==> config.mk <==
export PLATFORM = sky130hd
export DESIGN_NAME = lsat_outq_flat
export DESIGN_NICKNAME = d
export VERILOG_FILES = /design/src/sv/lsat_pkg.sv /design/src/sv/lsat_if.sv /design/src/sv/lsat_outq.sv /design/src/flat_wrapper.sv
export SDC_FILE = /design/constraint.sdc
export NUM_CORES = 1
export LEC_CHECK = 0
export BUFFER_PORTS_ARGS = -buffer_cell sky130_fd_sc_hd__buf_2
export CORE_UTILIZATION = 30
export CTS_BUF_LIST = sky130_fd_sc_hd__clkbuf_4 sky130_fd_sc_hd__clkbuf_8
export CTS_CLUSTER_DIAMETER = 40
export CTS_CLUSTER_SIZE = 24
export DETAILED_ROUTE_END_ITERATION = 10
export GPL_TIMING_DRIVEN = 0
export PLACE_DENSITY = 0.54
export SYNTH_ARGS = -nofsm -noshare
export SYNTH_HDL_FRONTEND = slang
export SYNTH_SLANG_ARGS = --single-unit
export TNS_END_PERCENT = 30
==> constraint.sdc <==
create_clock -name clk -period 4.9 [get_ports clk]
set_input_delay 0.98 -clock clk [delete_from_list [all_inputs] [get_ports clk]]
set_output_delay 0.98 -clock clk [all_outputs]
set_load 0.005 [all_outputs]
==> src/sv/lsat_pkg.sv <==
`timescale 1ns / 1ps
// Shared constants and types for the largest slice area tracker.
package lsat_pkg;

    localparam int DIM_SIZE    = 512;
    localparam int COORD_W     = 9;
    localparam int FACE_W      = 16;
    localparam int AREA_W      = 40;
    localparam int AXIS_W      = 2;
    localparam int CFG_IDX_W   = 3;
    localparam int CFG_DATA_W  = 16;
    localparam int OUTQ_DEPTH  = 3;

    localparam logic [FACE_W-1:0] FACE_RESET = 16'd256;

    localparam logic [CFG_IDX_W-1:0] CFG_AREA_YZ = 3'd0;
    localparam logic [CFG_IDX_W-1:0] CFG_AREA_XZ = 3'd1;
    localparam logic [CFG_IDX_W-1:0] CFG_AREA_XY = 3'd2;
    localparam logic [CFG_IDX_W-1:0] CFG_BASE_X  = 3'd3;
    localparam logic [CFG_IDX_W-1:0] CFG_BASE_Y  = 3'd4;
    localparam logic [CFG_IDX_W-1:0] CFG_BASE_Z  = 3'd5;

    localparam logic [AXIS_W-1:0] AXIS_X = 2'd0;
    localparam logic [AXIS_W-1:0] AXIS_Y = 2'd1;
    localparam logic [AXIS_W-1:0] AXIS_Z = 2'd2;

    typedef struct packed {
        logic clr;
        logic upd;
    } lane_ctl_t;

    typedef struct packed {
        logic [AREA_W-1:0]  best_area;
        logic [AXIS_W-1:0]  best_axis;
        logic [COORD_W-1:0] best_slice;
        logic               found;
    } result_t;

endpackage

==> src/sv/lsat_if.sv <==


interface lsat_best_if;
    logic                         valid;
    logic                         ready;
    logic [lsat_pkg::AREA_W-1:0]  best_area;
    logic [lsat_pkg::AXIS_W-1:0]  best_axis;
    logic [lsat_pkg::COORD_W-1:0] best_slice;
    logic                         found;

    modport source (output valid, best_area, best_axis, best_slice, found, input ready);
    modport sink   (input valid, best_area, best_axis, best_slice, found, output ready);
endinterface

==> src/sv/lsat_outq.sv <==
`timescale 1ns / 1ps
// Small result queue that decouples the update stage from the result channel.
module lsat_outq (
    input  logic               clk,
    input  logic               rst_n,
    input  logic               push,
    input  lsat_pkg::result_t  push_data,
    output logic [$clog2(lsat_pkg::OUTQ_DEPTH+1)-1:0] level,
    lsat_best_if.source        best
);

    localparam int DEPTH = lsat_pkg::OUTQ_DEPTH;
    localparam int PW    = $clog2(DEPTH);
    localparam int LW    = $clog2(DEPTH + 1);

    lsat_pkg::result_t entry_reg [DEPTH];
    logic [PW-1:0]     wr_ptr_reg;
    logic [PW-1:0]     wr_ptr_next;
    logic [PW-1:0]     rd_ptr_reg;
    logic [PW-1:0]     rd_ptr_next;
    logic [LW-1:0]     level_reg;
    logic [LW-1:0]     level_next;
    logic              pop;
    lsat_pkg::result_t head;

    assign pop   = best.valid && best.ready;
    assign level = level_reg;
    assign head  = entry_reg[rd_ptr_reg];

    assign best.valid      = (level_reg != '0);
    assign best.best_area  = head.best_area;
    assign best.best_axis  = head.best_axis;
    assign best.best_slice = head.best_slice;
    assign best.found      = head.found;

    always_comb
    begin
        wr_ptr_next = wr_ptr_reg;
        rd_ptr_next = rd_ptr_reg;
        level_next  = level_reg;
        if (push)
        begin
            wr_ptr_next = (wr_ptr_reg == PW'(DEPTH - 1)) ? '0 : wr_ptr_reg + 1'b1;
        end
        if (pop)
        begin
            rd_ptr_next = (rd_ptr_reg == PW'(DEPTH - 1)) ? '0 : rd_ptr_reg + 1'b1;
        end
        if (push && !pop)
        begin
            level_next = level_reg + 1'b1;
        end
        else if (pop && !push)
        begin
            level_next = level_reg - 1'b1;
        end
    end

    always_ff @(posedge clk or negedge rst_n)
    begin
        if (!rst_n)
        begin
            wr_ptr_reg <= '0;
            rd_ptr_reg <= '0;
            level_reg  <= '0;
        end
        else
        begin
            wr_ptr_reg <= wr_ptr_next;
            rd_ptr_reg <= rd_ptr_next;
            level_reg  <= level_next;
        end
    end

    always_ff @(posedge clk)
    begin
        if (push)
        begin
            entry_reg[wr_ptr_reg] <= push_data;
        end
    end

endmodule

==> src/flat_wrapper.sv <==
// flat-port wrapper written by rule: the top's interface ports become plain ports
module lsat_outq_flat 
  (clk, rst_n, push, push_data, level, best_valid, best_best_area, best_best_axis, best_best_slice, best_found, best_ready);
  lsat_best_if best_i ();
  input  logic clk;
  input  logic rst_n;
  input  logic push;
  input  lsat_pkg::result_t push_data;
  output logic [$clog2(lsat_pkg::OUTQ_DEPTH+1)-1:0] level;
  output wire logic [$bits(best_i.valid)-1:0] best_valid;
  output wire logic [$bits(best_i.best_area)-1:0] best_best_area;
  output wire logic [$bits(best_i.best_axis)-1:0] best_best_axis;
  output wire logic [$bits(best_i.best_slice)-1:0] best_best_slice;
  output wire logic [$bits(best_i.found)-1:0] best_found;
  input wire logic [$bits(best_i.ready)-1:0] best_ready;
  assign best_valid = best_i.valid;
  assign best_best_area = best_i.best_area;
  assign best_best_axis = best_i.best_axis;
  assign best_best_slice = best_i.best_slice;
  assign best_found = best_i.found;
  assign best_i.ready = best_ready;
  lsat_outq u_core (.clk(clk), .rst_n(rst_n), .push(push), .push_data(push_data), .level(level), .best(best_i));
endmodule
==> summary.md, run 1 <==
| Metric | Value |
|---|---|
| Result of the run | complete, no violations |
| Number of fillers in the final layout | 1876 |
| Clk sink count | 162 |
| Logic depth of the worst register-to-register path | 5 |
| Clock-pin slew on the worst setup and hold paths | 0.08 ns |
| Min setup slack post-route | 2.16 ns |
| CTS H-Tree Depth | 4 |
| Critical path buffer and inverter count | 4 |
| Yosys warning count | 0 |
| Post-Syn Area per Cell | 17.2 um^2 |
| Floorplan die height | 145 um |
| Flop and latch count out of synthesis | 162 |
| Startpoint types | flip-flop |
| Nets | 551 |
| Estimated wirelength of the detail-placed design | 8.26 mm |
| Clock tree root driver cell | clkbuf_8 |
| Number of stages on the worst setup path | 6 |
| Most used cells in the layout excluding fill and tap cells | 156 x edfxtp_1, 115 x buf_2, 54 x nand2_1 |
| Delay of the slowest cell on the worst path | 0.33 ns |
| Number of distinct standard cells referenced by the synthesized netlist | 22 |
| Number of max-capacitance violations reported | 0 |
| Combined area of the multi-input logic cells | 1120 um^2 |
| Clock tree from TritonCTS | yes |
| Worst hold-check slack | 0.341 ns |
| Number of standard cells after synthesis | 355 |
| Data required time of the critical path | 3.92 ns |
| Share of the clock period used by the worst path | 55.8% |
| Category of cells accounting for the largest share of critical-path delay | buffers and inverters |
| Leading post-synthesis cells by cell area | edfxtp_1 77%, mux2i_1 8.5%, o21ai_1 3.9%, nand2_1 3.3%, dfrtp_1 2.5% |
| Critical path capture point | best_best_area[14] |
| Number of placement rows | 51 |
| Number of nets with antenna violations after routing | 0 |
| CTS hold repair buffers | 0 |
| Top Ports | 111 |
| Routed length per instance | 16.2 um |
| Worst hold-check path type | in -> async |
| Top achievable clock speed | 366 MHz |
| Finished Cell Area | 7490 um^2 |
| Number of vias after detailed routing | 3374 |
| Clock network latency to the later pin of the worst-skew pair | 0.44 ns |
| Setup repair after global routing missed its margin | no |
| Seq/Total Area, Yosys | 79.2% |
| Post-detailed-placement cell area | 7170 um^2 |
| Number of max-slew violations in the final report | 0 |
| Commonest non-fill, non-tap cell in the layout | edfxtp_1 |
| Clock period minus final worst setup slack | 2.74 ns |
| Worst clock skew | 0.0105 ns |
| Top-area cell type share of the netlist area | 76.7% |
| Biggest area consumer among synthesized cells | edfxtp_1 |
| Width of the chip | 145 um |
| Total GRT Usage | 12.6% |
| Drt pass-1 iters | 4 |
| Endpoint type of the worst setup path | primary output |
| Number of antenna violations at the first check in global routing | 0 |
| Slowest stage cell on the critical path | dfrtp_1 |
| Die area | 20900 um^2 |
| Storage element area | 4830 um^2 |
| Sequence of cells on the critical path | buf_4, buf_4, buf_2, nand2_1, o21ai_1, buf_2 |
| Total clock buffers created by CTS | 17 |
| Antenna diodes | 0 |
| Slew at the pin closest to its max-slew limit | 0.917 ns |
| Core area | 19700 um^2 |
| Post-CTS repair timing setup buffer count | 0 |
| Maximum root-to-sink buffer count | 2 |
| Via count normalized by instance count | 4.38 |
| Share of cells above drive strength 1 | 33.0% |
| Leakage component of the power | 0.00274 uW |
| Minimum setup slack among reg-to-reg paths | 2.91 ns |
| Critical Path Start | u_core.rd_ptr_reg[1] |
| Number of hold violations in the final report | 0 |
| Total length of routed wires | 12.5 mm |
| Max reg flops | 156 |
| Layout Area Growth over Synthesis | 22.6% |
| Number of remaining DRC errors | 0 |
| Weighted congestion reported at the end of routability-driven placement | 0.664 |
| Worst reg2reg path startpoint | u_core.wr_ptr_reg[1] |
| Maximum fanout encountered on the critical timing path | 10 |
| Mapped Area | 6100 um^2 |
| Slew margin rel. | 38.7% |
| Peak supply drop | 0.000203 V |
| Post-cts sizing count | 0 |
| Via count of the first global-routing pass | 3524 |
| Syn nets | 412 |
| Reg2Reg Capture Point | u_core.entry_reg[0][9] |
| First-pass GRT wire length | 18.8 mm |
| Worst-case setup slack after placement | 2.17 ns |
| PD cells | 544 nW/um^2 |
| Pin count of the biggest net entering global routing | 28 |
| Startpoint-to-endpoint class of the critical path | reg -> out |
| Starting density of the core | 31.0% |
| Total of endpoints with negative setup slack in the final report | 0 |
| Data arrival time of the critical path | 1.76 ns |
| DR iter-0 viols | 126 |
| Residual overflow from global routing | 0 |
| Total of buffers placed on input and output ports | 110 |
-- final cells by class --
type                    instances  area share, %
flip-flops and latches        162           64.6
well taps                     265           4.43
plain buffers                  18           2.27
clock buffers                  19           3.33
clock inverters                12          0.936
inverters                       1         0.0501
repair buffers                120           9.46
multi-input cells             174           15.0
-- worst min path at each step --
stage / startpoint / end / slack, ns
after CTS: rst_n / u_core.level[1] / 0.31
after floorplan: u_core.wr_ptr_reg[1] / u_core.wr_ptr_reg[1] / 0.49
after global placement: u_core.wr_ptr_reg[1] / u_core.wr_ptr_reg[1] / 0.50
final: rst_n / u_core.rd_ptr_reg[1] / 0.34
after global routing: rst_n / u_core.rd_ptr_reg[1] / 0.31
after detailed placement: u_core.level[1] / u_core.level[1] / 0.54
-- worst reg2reg max path, cell delays in order, from the launching register on --
cell and delay [ns]:
dfrtp_1 0.44, nor3_2 0.53, buf_6 0.24, buf_8 0.17
buf_6 0.16, buf_6 0.16
-- where the power goes --
group	switching [uW]	internal [uW]	leakage, uW
Clock	471	349	0.000155
Sequential	66.7	1780	0.00151
Combinational	784	622	0.00107
Total	1320	2750	0.00274
-- synthesized netlist by cell type (all sizes together) --
| library cell | instances |
|---|---|
| nand2 | 54 |
| nand2b | 1 |
| inv | 1 |
| buf | 13 |
| mux2i | 52 |
| xnor2 | 1 |
| or2 | 1 |
| nor3 | 2 |
| nor3b | 1 |
| o21ai | 54 |
| edfxtp | 156 |
| a21o | 3 |
| nor2 | 2 |
| clkbuf | 5 |
| ha | 1 |
| dfrtp | 6 |
| xor2 | 2 |
-- cells by family after synthesis --
family                   Yosys count  share of synthesized area [%]
AND/OR/NAND/NOR                   61                           3.94
buffers and inverters             19                           2.85
flip-flops                       162                           79.2
multiplexers                      52                           8.53
XOR/XNOR                           3                          0.430
adder cells (fa/ha/maj)            1                          0.205
AO/OA/AOI/OAI                     57                           4.86
-- per-layer routing --
layer | share of wire (%) | GRT usage [%]
met4 | 1.3 | 5.21
met1 | 42 | 14.1
met2 | 51 | 21.9
met3 | 5.6 | 4.15
met5 | 0 | 0
-- stage by stage --
stage | total power [uW] | cells | TNS [ns] | utilization, %
floorplan | 2690 | 355 | -13.90 | -
global placement | 3280 | 730 | -226.73 | 35.5
detailed placement | 3340 | 740 | 0 | 36.4
CTS | 4160 | 771 | 0 | 38.0
global route | 4350 | 771 | 0 | 38.0
finish | 4070 | 771 | 0 | 38.0
Note: power is estimated with default switching activity, not from simulation.
==> run 2, diff against run 1 <==
clock period = 2.2 ns   (was 4.9 ns; I/O delays follow)
==> summary.md, run 2 (synthesis gave the netlist of run 1 again) <==
| Metric | Value |
|---|---|
| Number of vias after detailed routing | 3350 |
| Total length of routed wires | 12.2 mm |
| Number of placement rows | 51 |
| Estimated wirelength of the detail-placed design | 7.88 mm |
| Number of max-capacitance violations reported | 0 |
| Endpoint type of the worst setup path | primary output |
| Top Ports | 111 |
| PD cells | 1250 nW/um^2 |
| Total clock buffers created by CTS | 17 |
| Starting density of the core | 31.0% |
| Core area | 19700 um^2 |
| Residual overflow from global routing | 0 |
| First-pass GRT wire length | 18.5 mm |
| Number of remaining DRC errors | 0 |
| Pin count of the biggest net entering global routing | 28 |
| Die area | 20900 um^2 |
| Width of the chip | 145 um |
| Data arrival time of the critical path | 1.61 ns |
| Share of the clock period used by the worst path | 93.3% |
| Number of hold violations in the final report | 0 |
| Maximum root-to-sink buffer count | 2 |
| Total of buffers placed on input and output ports | 110 |
| Combined area of the multi-input logic cells | 1130 um^2 |
| Slew margin rel. | 39.5% |
| DR iter-0 viols | 181 |
| Total GRT Usage | 12.3% |
| Worst clock skew | 0.0156 ns |
| Data required time of the critical path | 1.76 ns |
| Slew at the pin closest to its max-slew limit | 0.905 ns |
| Result of the run | complete, no violations |
| Clock network latency to the later pin of the worst-skew pair | 0.45 ns |
| Number of antenna violations at the first check in global routing | 0 |
| Most used cells in the layout excluding fill and tap cells | 156 x edfxtp_1, 111 x buf_2, 54 x nand2_1 |
| Clock-pin slew on the worst setup and hold paths | 0.09 ns |
| Via count normalized by instance count | 4.34 |
| Leakage component of the power | 0.00282 uW |
| Startpoint-to-endpoint class of the critical path | reg -> out |
| Clock tree root driver cell | clkbuf_8 |
| CTS H-Tree Depth | 4 |
| Via count of the first global-routing pass | 3459 |
| Startpoint types | flip-flop |
| Clock period minus final worst setup slack | 2.05 ns |
| Number of nets with antenna violations after routing | 0 |
| Number of fillers in the final layout | 1843 |
| Clk sink count | 162 |
| Layout Area Growth over Synthesis | 25.2% |
| Drt pass-1 iters | 4 |
| Clock tree from TritonCTS | yes |
| Total of endpoints with negative setup slack in the final report | 0 |
| Post-detailed-placement cell area | 7180 um^2 |
| Routed length per instance | 15.8 um |
| Storage element area | 4830 um^2 |
| Max reg flops | 156 |
| Maximum fanout encountered on the critical timing path | 10 |
| Share of cells above drive strength 1 | 34.2% |
| Sequence of cells on the critical path | buf_6, buf_12, mux2i_1, o21ai_1, buf_2 |
| Peak supply drop | 0.000448 V |
| Number of max-slew violations in the final report | 0 |
| Setup repair after global routing missed its margin | no |
| Finished Cell Area | 7640 um^2 |
| Nets | 550 |
| Setup total negative slack | 0 ns |
| Floorplan die height | 145 um |
| Commonest non-fill, non-tap cell in the layout | edfxtp_1 |
| Slowest stage cell on the critical path | dfrtp_1 |
| Delay of the slowest cell on the worst path | 0.34 ns |
| Top achievable clock speed | 487 MHz |
| Weighted congestion reported at the end of routability-driven placement | 0.696 |
| Worst hold-check path type | in -> reg |
## run 2: cell types whose count changed in the layout (fill, tap and decap cells not counted), sizes merged
cell / before / now
buf: 133 / 131
clkinvlp: 5 / 3
clkbuf: 24 / 29
diode: 0 / 1
clkinv: 7 / 3
dlygate4sd3: 0 / 1
bufinv: 0 / 2
## run 2: layout make-up
class                   instances  share of cell area (%)
plain buffers                  18                    2.73
inverters                       1                  0.0491
flip-flops and latches        162                    63.3
diodes                          1                  0.0327
clock buffers                  24                    4.08
repair buffers                119                    9.46
well taps                     265                    4.34
multi-input cells             174                    14.7
clock inverters                 8                    1.33
## run 2: worst paths after layout
check	depth (start not counted)	slack (ns)	from	endpoint
hold / removal	1	0.19	push_data[29]	u_core.entry_reg[2][29]
min in group asynchronous	2	0.33	rst_n	u_core.rd_ptr_reg[1]
hold reg to reg	1	0.53	u_core.level[1]	u_core.level[1]
setup reg to reg	3	0.28	u_core.wr_ptr_reg[1]	u_core.entry_reg[2][10]
max in group asynchronous	2	1.71	rst_n	u_core.rd_ptr_reg[0]
setup / recovery	5	0.15	u_core.rd_ptr_reg[0]	best_best_area[15]
## run 2: worst max-delay path: cells and delay by family (launching register included)
family          cells  cell delay [ns]
buf+inv             3             0.53
flops               1             0.34
mux                 1             0.20
compound gates      1             0.10
## run 2: per-layer routing
metal	global-route usage, %	part of all wire (%)
met5	0	0
met4	5.15	1.1
met3	4.01	5.8
met2	21.2	51
met1	14.0	42
## run 2: repair_timing
| action | 4_1_cts | 5_1_grt |
|---|---|---|
| cloned | 0 | 0 |
| setup buffers | 0 | 0 |
| hold endpoints to repair | 6 | 0 |
| endpoints found under the setup margin | 50 | 18 |
| hold buffers | 1 | 0 |
| gates resized for setup | 10 | 5 |
## run 2: stage by stage
stage               util (%)  total power, uW  setup WS, ns  std cells  hold WS, ns
detailed placement      36.4             7440        0.0820        738        0.271
finish                  38.8             9550         0.148        772        0.187
global route            38.8            10200        0.0112        771        0.142
floorplan                  -             5980        -0.130        355        0.144
CTS                     38.7             9710        0.0284        771        0.142
global placement        35.6             7270         -1.31        730        0.266
## run 2: where the power goes
part | switching (uW) | internal [uW] | leakage (uW)
Combinational | 1750 | 1480 | 0.00110
Sequential | 151 | 3960 | 0.00151
Clock | 1040 | 1170 | 0.000205
